## config.mk

```make
export PLATFORM = sky130hd
export DESIGN_NAME = windowed_peak_alarm
export DESIGN_NICKNAME = d
export VERILOG_FILES = /design/src/rtl/core/wpa_pkg.sv /design/src/rtl/core/wpa_ram.sv /design/src/rtl/core/wpa_ctrl.sv /design/src/rtl/core/wpa_datapath.sv /design/src/rtl/core/windowed_peak_alarm.sv
export SDC_FILE = /design/constraint.sdc
export NUM_CORES = 2
export LEC_CHECK = 0
export BUFFER_PORTS_ARGS = -buffer_cell sky130_fd_sc_hd__buf_4
export CAP_MARGIN = 20
export CORE_MARGIN = 1.5
export CORE_UTILIZATION = 35
export CTS_CLUSTER_DIAMETER = 200
export DETAILED_ROUTE_END_ITERATION = 8
export GPL_TIMING_DRIVEN = 0
export PLACE_DENSITY = 0.58
export SYNTH_ARGS = -nofsm -noshare
export SYNTH_HDL_FRONTEND = slang
export SYNTH_SLANG_ARGS = --single-unit
```

## constraint.sdc

```tcl
create_clock -name clock -period 14.4 [get_ports clock]
set_input_delay 0.72 -clock clock [delete_from_list [all_inputs] [get_ports clock]]
set_output_delay 0.72 -clock clock [all_outputs]
set_load 0.02 [all_outputs]
```

## src/rtl/core/wpa_pkg.sv

```systemverilog
// Shared types, constants and controller/datapath interface for the windowed peak alarm.
package wpa_pkg;

   localparam int DEPTH_DEFAULT = 64;

   localparam int TIME_W      = 32;
   localparam int VALUE_W     = 16;
   localparam int CFG_W       = 16;
   localparam int COUNT_OUT_W = 7;
   localparam int CSR_INDEX_W = 2;

   localparam logic [CSR_INDEX_W-1:0] REG_WINDOW_LENGTH   = CSR_INDEX_W'(0);
   localparam logic [CSR_INDEX_W-1:0] REG_ALARM_THRESHOLD = CSR_INDEX_W'(1);

   localparam logic [CFG_W-1:0] WINDOW_LENGTH_RESET   = CFG_W'(60);
   localparam logic [CFG_W-1:0] ALARM_THRESHOLD_RESET = CFG_W'(200);

   typedef struct packed {
      logic [TIME_W-1:0]  sample_time;
      logic [VALUE_W-1:0] sample_value;
   } wpa_req_type;

   typedef struct packed {
      logic [VALUE_W-1:0]     window_peak;
      logic                   alarm;
      logic [COUNT_OUT_W-1:0] candidate_count;
      logic                   overflow;
   } wpa_rsp_type;

   typedef struct packed {
      logic load;
      logic drop_front;
      logic start_prune;
      logic drop_back;
      logic append;
      logic finish;
   } wpa_cmd_type;

   typedef struct packed {
      logic count_zero;
      logic count_last;
      logic count_full;
      logic expired;
      logic dominated;
      logic out_free;
   } wpa_status_type;

endpackage

```

## src/rtl/core/wpa_ram.sv

```systemverilog
// Generic simple dual-port RAM with one write port and one registered read port.
module wpa_ram #(
   parameter int WIDTH = 8,
   parameter int DEPTH = 16,
   localparam int ADDR_W = (DEPTH > 1) ? $clog2(DEPTH) : 1
) (
   input  logic              clock,
   input  logic              wr_en,
   input  logic [ADDR_W-1:0] wr_addr,
   input  logic [WIDTH-1:0]  wr_data,
   input  logic              rd_en,
   input  logic [ADDR_W-1:0] rd_addr,
   output logic [WIDTH-1:0]  rd_data
);

   logic [WIDTH-1:0] mem_ff [DEPTH];
   logic [WIDTH-1:0] rd_data_ff;

   always_ff @(posedge clock) begin
      if (wr_en) begin
         mem_ff[wr_addr] <= wr_data;
      end
      if (rd_en) begin
         rd_data_ff <= mem_ff[rd_addr];
      end
   end

   assign rd_data = rd_data_ff;

endmodule

```

## src/rtl/core/wpa_ctrl.sv

```systemverilog
// Controller state machine that sequences expire, prune, append and result delivery.
module wpa_ctrl (
   input  logic                    clock,
   input  logic                    reset,
   input  logic                    req_valid,
   output logic                    req_stall,
   input  wpa_pkg::wpa_status_type status,
   output wpa_pkg::wpa_cmd_type    cmd
);

   import wpa_pkg::*;

   typedef enum logic [4:0] {
      ST_IDLE   = 5'b00001,
      ST_EXPIRE = 5'b00010,
      ST_PRUNE  = 5'b00100,
      ST_APPEND = 5'b01000,
      ST_FINISH = 5'b10000
   } wpa_state_type;

   wpa_state_type state_ff;
   wpa_state_type state_in;

   always_comb begin
      state_in = state_ff;
      cmd      = '0;
      unique case (state_ff)
         ST_IDLE: begin
            if (req_valid) begin
               cmd.load = 1'b1;
               state_in = status.count_zero ? ST_APPEND : ST_EXPIRE;
            end
         end
         ST_EXPIRE: begin
            if (status.expired) begin
               cmd.drop_front = 1'b1;
               if (status.count_last) begin
                  state_in = ST_APPEND;
               end
            end else begin
               cmd.start_prune = 1'b1;
               state_in        = ST_PRUNE;
            end
         end
         ST_PRUNE: begin
            if (status.dominated) begin
               cmd.drop_back = 1'b1;
               if (status.count_last) begin
                  state_in = ST_APPEND;
               end
            end else begin
               state_in = ST_APPEND;
            end
         end
         ST_APPEND: begin
            cmd.append = 1'b1;
            state_in   = ST_FINISH;
         end
         ST_FINISH: begin
            if (status.out_free) begin
               cmd.finish = 1'b1;
               state_in   = ST_IDLE;
            end
         end
         default: begin
            state_in = ST_IDLE;
         end
      endcase
   end

   always_ff @(posedge clock) begin
      if (reset) begin
         state_ff <= ST_IDLE;
      end else begin
         state_ff <= state_in;
      end
   end

   assign req_stall = (state_ff != ST_IDLE);

endmodule

```

## src/rtl/core/wpa_datapath.sv

```systemverilog
// Datapath holding the candidate memory, queue pointers, configuration and result register.
module wpa_datapath #(
   parameter int DEPTH = wpa_pkg::DEPTH_DEFAULT
) (
   input  logic                                clock,
   input  logic                                reset,
   input  wpa_pkg::wpa_cmd_type                cmd,
   output wpa_pkg::wpa_status_type             status,
   input  wpa_pkg::wpa_req_type                req_data,
   input  logic                                csr_write_enable,
   input  logic [wpa_pkg::CSR_INDEX_W-1:0]     csr_index,
   input  logic [wpa_pkg::CFG_W-1:0]           csr_write_data,
   output logic                                rsp_valid,
   input  logic                                rsp_stall,
   output wpa_pkg::wpa_rsp_type                rsp_data
);

   import wpa_pkg::*;

   localparam int PTR_W  = $clog2(DEPTH);
   localparam int CNT_W  = $clog2(DEPTH + 1);
   localparam int SUM_W  = CNT_W + 1;
   localparam int DATA_W = TIME_W + VALUE_W;

   function automatic logic [PTR_W-1:0] wrap(input logic [PTR_W-1:0] base,
                                             input logic [CNT_W-1:0] offset);
      logic [SUM_W-1:0] sum;
      sum = SUM_W'(base) + SUM_W'(offset);
      if (sum >= SUM_W'(DEPTH)) begin
         sum = sum - SUM_W'(DEPTH);
      end
      return sum[PTR_W-1:0];
   endfunction

   logic [PTR_W-1:0]   head_ff, head_in;
   logic [CNT_W-1:0]   count_ff, count_in;
   logic [TIME_W-1:0]  now_ff;
   logic [VALUE_W-1:0] value_ff;
   logic [VALUE_W-1:0] front_ff;
   logic               from_sample_ff;
   logic               from_ram_ff;
   logic               ovf_ff;
   logic [CFG_W-1:0]   window_ff;
   logic [CFG_W-1:0]   threshold_ff;
   logic               rsp_valid_ff, rsp_valid_in;
   wpa_rsp_type        rsp_data_ff;

   logic               ram_wr_en;
   logic [PTR_W-1:0]   ram_wr_addr;
   logic [DATA_W-1:0]  ram_wr_data;
   logic               ram_rd_en;
   logic               ram_rd_back;
   logic [PTR_W-1:0]   ram_rd_addr;
   logic [DATA_W-1:0]  ram_rd_data;
   logic [TIME_W-1:0]  rd_time;
   logic [VALUE_W-1:0] rd_value;
   logic [TIME_W-1:0]  age;
   logic [VALUE_W-1:0] peak;
   logic [CNT_W+COUNT_OUT_W-1:0] count_ext;

   assign rd_time  = ram_rd_data[DATA_W-1:VALUE_W];
   assign rd_value = ram_rd_data[VALUE_W-1:0];
   assign age      = now_ff - rd_time;

   assign status.count_zero = (count_ff == '0);
   assign status.count_last = (count_ff == CNT_W'(1));
   assign status.count_full = (count_ff == CNT_W'(DEPTH));
   assign status.expired    = (age >= TIME_W'(window_ff));
   assign status.dominated  = (rd_value <= value_ff);
   assign status.out_free   = !rsp_valid_ff || !rsp_stall;

   always_comb begin
      head_in  = head_ff;
      count_in = count_ff;
      if (cmd.drop_front) begin
         head_in  = wrap(head_ff, CNT_W'(1));
         count_in = count_ff - CNT_W'(1);
      end
      if (cmd.drop_back) begin
         count_in = count_ff - CNT_W'(1);
      end
      if (cmd.append) begin
         if (status.count_full) begin
            head_in = wrap(head_ff, CNT_W'(1));
         end else begin
            count_in = count_ff + CNT_W'(1);
         end
      end
   end

   assign ram_wr_en   = cmd.append;
   assign ram_wr_addr = wrap(head_ff, count_ff);
   assign ram_wr_data = {now_ff, value_ff};

   assign ram_rd_en = cmd.load || cmd.start_prune
                   || ((cmd.drop_front || cmd.drop_back) && !status.count_last)
                   || (cmd.append && status.count_full);
   assign ram_rd_back = cmd.start_prune || cmd.drop_back;
   assign ram_rd_addr = ram_rd_back ? wrap(head_in, count_in - CNT_W'(1)) : head_in;

   wpa_ram #(
      .WIDTH (DATA_W),
      .DEPTH (DEPTH)
   ) u_entry_ram (
      .clock   (clock),
      .wr_en   (ram_wr_en),
      .wr_addr (ram_wr_addr),
      .wr_data (ram_wr_data),
      .rd_en   (ram_rd_en),
      .rd_addr (ram_rd_addr),
      .rd_data (ram_rd_data)
   );

   always_comb begin
      if (from_sample_ff) begin
         peak = value_ff;
      end else if (from_ram_ff) begin
         peak = rd_value;
      end else begin
         peak = front_ff;
      end
   end

   assign count_ext = (CNT_W + COUNT_OUT_W)'(count_ff);

   always_comb begin
      rsp_valid_in = rsp_valid_ff && rsp_stall;
      if (cmd.finish) begin
         rsp_valid_in = 1'b1;
      end
   end

   always_ff @(posedge clock) begin
      if (reset) begin
         head_ff      <= '0;
         count_ff     <= '0;
         rsp_valid_ff <= 1'b0;
         window_ff    <= WINDOW_LENGTH_RESET;
         threshold_ff <= ALARM_THRESHOLD_RESET;
      end else begin
         head_ff      <= head_in;
         count_ff     <= count_in;
         rsp_valid_ff <= rsp_valid_in;
         if (csr_write_enable && (csr_index == REG_WINDOW_LENGTH)) begin
            window_ff <= csr_write_data;
         end
         if (csr_write_enable && (csr_index == REG_ALARM_THRESHOLD)) begin
            threshold_ff <= csr_write_data;
         end
      end
   end

   always_ff @(posedge clock) begin
      if (cmd.load) begin
         now_ff   <= req_data.sample_time;
         value_ff <= req_data.sample_value;
      end
      if (cmd.start_prune) begin
         front_ff <= rd_value;
      end
      if (cmd.append) begin
         from_sample_ff <= status.count_zero;
         from_ram_ff    <= status.count_full;
         ovf_ff         <= status.count_full;
      end
      if (cmd.finish) begin
         rsp_data_ff.window_peak     <= peak;
         rsp_data_ff.alarm           <= (peak > threshold_ff);
         rsp_data_ff.candidate_count <= count_ext[COUNT_OUT_W-1:0];
         rsp_data_ff.overflow        <= ovf_ff;
      end
   end

   assign rsp_valid = rsp_valid_ff;
   assign rsp_data  = rsp_data_ff;

endmodule

```

## src/rtl/core/windowed_peak_alarm.sv

```systemverilog
// Top level of the windowed peak alarm: sliding-window maximum over timed samples.
//
//   Channel   Ports                                      Direction  Carries
//   request   req_valid, req_stall, req_data             in         sample time and value
//   response  rsp_valid, rsp_stall, rsp_data             out        peak, alarm, count, overflow
//   csr       csr_write_enable, csr_index, csr_write_data  in       window length, threshold
//
// After a request is accepted, candidates are checked for expiry, then for pruning, one at a time
// as the memory has a single read port; then the sample is appended and the response registered.
// The block takes no new request until the response to the last one has been registered.
// Reset is synchronous; the queue is empty afterward and the memory needs no clearing.
// A stalled response holds in its register; the next request is accepted and then waits.
module windowed_peak_alarm #(
   parameter int DEPTH = wpa_pkg::DEPTH_DEFAULT
) (
   input  logic                            clock,
   input  logic                            reset,
   input  logic                            req_valid,
   output logic                            req_stall,
   input  wpa_pkg::wpa_req_type            req_data,
   output logic                            rsp_valid,
   input  logic                            rsp_stall,
   output wpa_pkg::wpa_rsp_type            rsp_data,
   input  logic                            csr_write_enable,
   input  logic [wpa_pkg::CSR_INDEX_W-1:0] csr_index,
   input  logic [wpa_pkg::CFG_W-1:0]       csr_write_data
);

   import wpa_pkg::*;

   wpa_cmd_type    cmd;
   wpa_status_type status;

   wpa_ctrl u_ctrl (
      .clock     (clock),
      .reset     (reset),
      .req_valid (req_valid),
      .req_stall (req_stall),
      .status    (status),
      .cmd       (cmd)
   );

   wpa_datapath #(
      .DEPTH (DEPTH)
   ) u_datapath (
      .clock            (clock),
      .reset            (reset),
      .cmd              (cmd),
      .status           (status),
      .req_data         (req_data),
      .csr_write_enable (csr_write_enable),
      .csr_index        (csr_index),
      .csr_write_data   (csr_write_data),
      .rsp_valid        (rsp_valid),
      .rsp_stall        (rsp_stall),
      .rsp_data         (rsp_data)
   );

endmodule

```

==> impl_results.md <==
* Port Buffers at slightly below 100
* Clock sink total at ~3300
* Reg area at between 90000 and 100000 um2
* CP required at ~15 ns
* Worst path arrival time at roughly 14 ns
* CTS Buf Count at between 300 and 400
* Unrepaired setup endpoints after global routing: no
* CTS resizes at 0
* Final wirelength at between 400000 and 500000 um
* First-pass GRT wire length at between 500000 and 600000 um
* DR vias/cell at roughly 5.6
* Post-route antenna net violation count at 0
* Synthesis warning total at 0
* Wire per inst at just under 30 um
* Fraction of layout cells with a size suffix above 1 at 0.160
* PwrDens at 152 nW/um2
* Crit. End Element: register
* IO Pins at 98
* Worst VDD drop at slightly below 0.1 mV
* Vias at 78000
* Yosys cell types at 85
* CP max FO at 18
* Max cap viols at 0
* H-tree depth at 5
* Post-CTS Setup Inserts at 0
* Max clock buf depth at 4
* Worst hold-check path type: input pin to register
* Minimum clock period at between 10 and 15 ns
* Hpwl dp at approximately 300000 um
* Hold Fails Final Rpt at 0
* Area growth syn-to-layout at 19.2%
* Clk_skew at around 0.088 ns
* Most frequent cells in the layout: edfxtp_1 (3211), nand2_1 (1450), nand3_1 (633), clkbuf_16 (346), clkbuf_1 (329)
* Worst skew pair latency at 1.00 ns
* Post-synthesis sequential area ratio at 0.756
* EDFF count, synth at ~3200
* CTS tree: built
* Slew Viols, Final at 0
* RD Place Congestion at approximately 0.96
* Initial antenna violation count at between 40 and 50
* Main flop type after synthesis: edfxtp_1
* Pre-Repair DR Iteration Count at 6
* DIE HEIGHT at about 610 um
* Status: finished clean
* Vias in the first global route at between 70000 and 80000
* Multi-input gate area at roughly 30000 um2
* Critical path class: register to register
* Leak at between 50 and 60 nW
* Starting Density at 0.352
* Period utilization at 0.920
* Fillers at approximately 32000
* Largest net degree at the start of global routing at just under 50
* Nets at ~9100
* Slew headroom at 0.153
* GR Util All Layers at 0.214
* Syn avg cell area at 15.9 um2
* Pre-CTS setup slack at 1.66 ns
* DRC at 0
* Commonest non-fill, non-tap cell in the layout: edfxtp_1
* FFs w/ async S/R, synth at 0
* Mapped Cells at just over 8000
* Startpoint class of the critical path: register
* Site Rows at approximately 220
* Min Hold Slack at between 0.02 and 0.03 ns
* Cell Area, Synth at about 130000 um2
* Fmax at about 75 MHz
* Core ar. at 366000 um2
* Full die area at between 300000 and 400000 um2
* Critical-path top delay cell: edfxtp_1
* CP max stage delay at about 0.97 ns
* Final setup vio count at 0
* Clock slew at reported path FFs at around 0.06 ns
* Overflow after GRT at 0
* Setup_tns at 0 ns
* Final WS setup at 1.15 ns
* Syn Nets at around 8300
* Die W at between 600 and 700 um
* First DRT Iteration DRCs at around 11000
* Clock root cell: clkbuf_16
* Flops & latches, synth at 3262
* Hold_buf cts at 48
* Worst Max-Slew Pin Slew at 1.27 ns
[registers in the layout, indices dropped and copies added, names as in the netlist, 5 cells and up]
register                        cells
u_datapath.head_ff                  6
u_datapath.now_ff                  32
u_datapath.front_ff                16
u_datapath.threshold_ff            16
u_datapath.value_ff                16
u_datapath.window_ff               16
u_datapath.u_entry_ram.mem_ff    3072
u_datapath.u_entry_ram.rd_data     48
u_ctrl.state_ff                     5
u_datapath.count_ff                 7
u_datapath.rsp_data                25
[kinds of logic (layout without fill, tap and decap cells)]
group / count (synthesis) / in the layout / share of synthesized area
other: 0 / 23 / 0
XOR/XNOR: 52 / 52 / 0.00364
buffers and inverters: 585 / 1619 / 0.0195
flip-flops: 3262 / 3262 / 0.756
AO/OA/AOI/OAI: 1042 / 1042 / 0.0560
AND/OR/NAND/NOR: 2543 / 2543 / 0.0848
multiplexers: 552 / 552 / 0.0707
adder cells (fa/ha/maj): 98 / 98 / 0.00968
[metal layers]
metal	global-route usage	routed length, um
met1	0.304	167000
met2	0.321	179000
met3	0.0497	45300
met4	0.0810	16200
met5	0	171
[worst paths after layout]
| kind | startpoint | end | slack [ns] | cells after the start |
|---|---|---|---|---|
| max | u_datapath.now_ff[0] | u_datapath.u_entry_ram.rd_data[15] | 1.15 | 33 |
| min | csr_write_data[3] | u_datapath.threshold_ff[3] | 0.03 | 2 |
| max reg2reg | u_datapath.now_ff[0] | u_datapath.u_entry_ram.rd_data[15] | 1.15 | 33 |
| min reg2reg | u_datapath.threshold_ff[11] | u_datapath.threshold_ff[11] | 0.46 | 2 |
[worst max-delay path, delay by kind of cell, from the launching register on]
| kind | cells | cell delay [ns] |
|---|---|---|
| xor+xnor | 1 | 0.34 |
| flops | 1 | 0.97 |
| fa+ha+maj | 5 | 1.84 |
| simple gates | 8 | 1.86 |
| buf+inv | 7 | 2.55 |
| compound gates | 12 | 5.28 |
[synthesized netlist by cell type (all sizes together) (12+ instances only)]
cell type	instances	area (um2)
mux4	287	6460
nor3	19	100
a32oi	99	867
a21o	25	188
xnor2	33	289
xor2	18	158
a41o	47	470
dfxtp	51	1020
and3	102	638
a31o	47	412
o21ai	191	956
nand4	28	181
buf	218	1140
nor2	236	891
nand3	633	3170
nand2	1451	5450
a31oi	104	651
mux2i	264	2640
clkbuf	266	998
o22ai	98	613
inv	101	379
a21oi	153	785
a22oi	142	1070
a221oi	50	457
ha	95	1190
edfxtp	3211	96400
nor2b	14	87.6
o21a	12	90.1
[where the power goes]
part	switching, mW	total [mW]	internal [mW]
Combinational	2.12	3.23	1.11
Clock	3.74	8.63	4.89
Sequential	0.260	11.5	11.2
Total	6.12	23.3	17.2
[layout make-up]
| type | instances | area share |
|---|---|---|
| antenna | 23 | 0.000374 |
| buffer | 484 | 0.0139 |
| clock buffer | 411 | 0.0580 |
| clock inverter | 208 | 0.0126 |
| inverter | 101 | 0.00247 |
| multi-input combinational | 4287 | 0.193 |
| sequential | 3262 | 0.634 |
| tap | 4816 | 0.0392 |
| timing repair buffer | 415 | 0.0463 |
[per-stage QoR]
stage | area (um2) | power [mW] | instances | util
after floorplan | 129000 | 12.9 | 8134 | -
after global placement | 136000 | 14.2 | 13000 | 0.371
after detailed placement | 142000 | 14.9 | 13300 | 0.389
after CTS | 154000 | 23.4 | 14000 | 0.420
after global routing | 154000 | 24.0 | 14000 | 0.420
final | 154000 | 23.3 | 14000 | 0.420
Note: power is estimated with default switching activity, not from simulation.
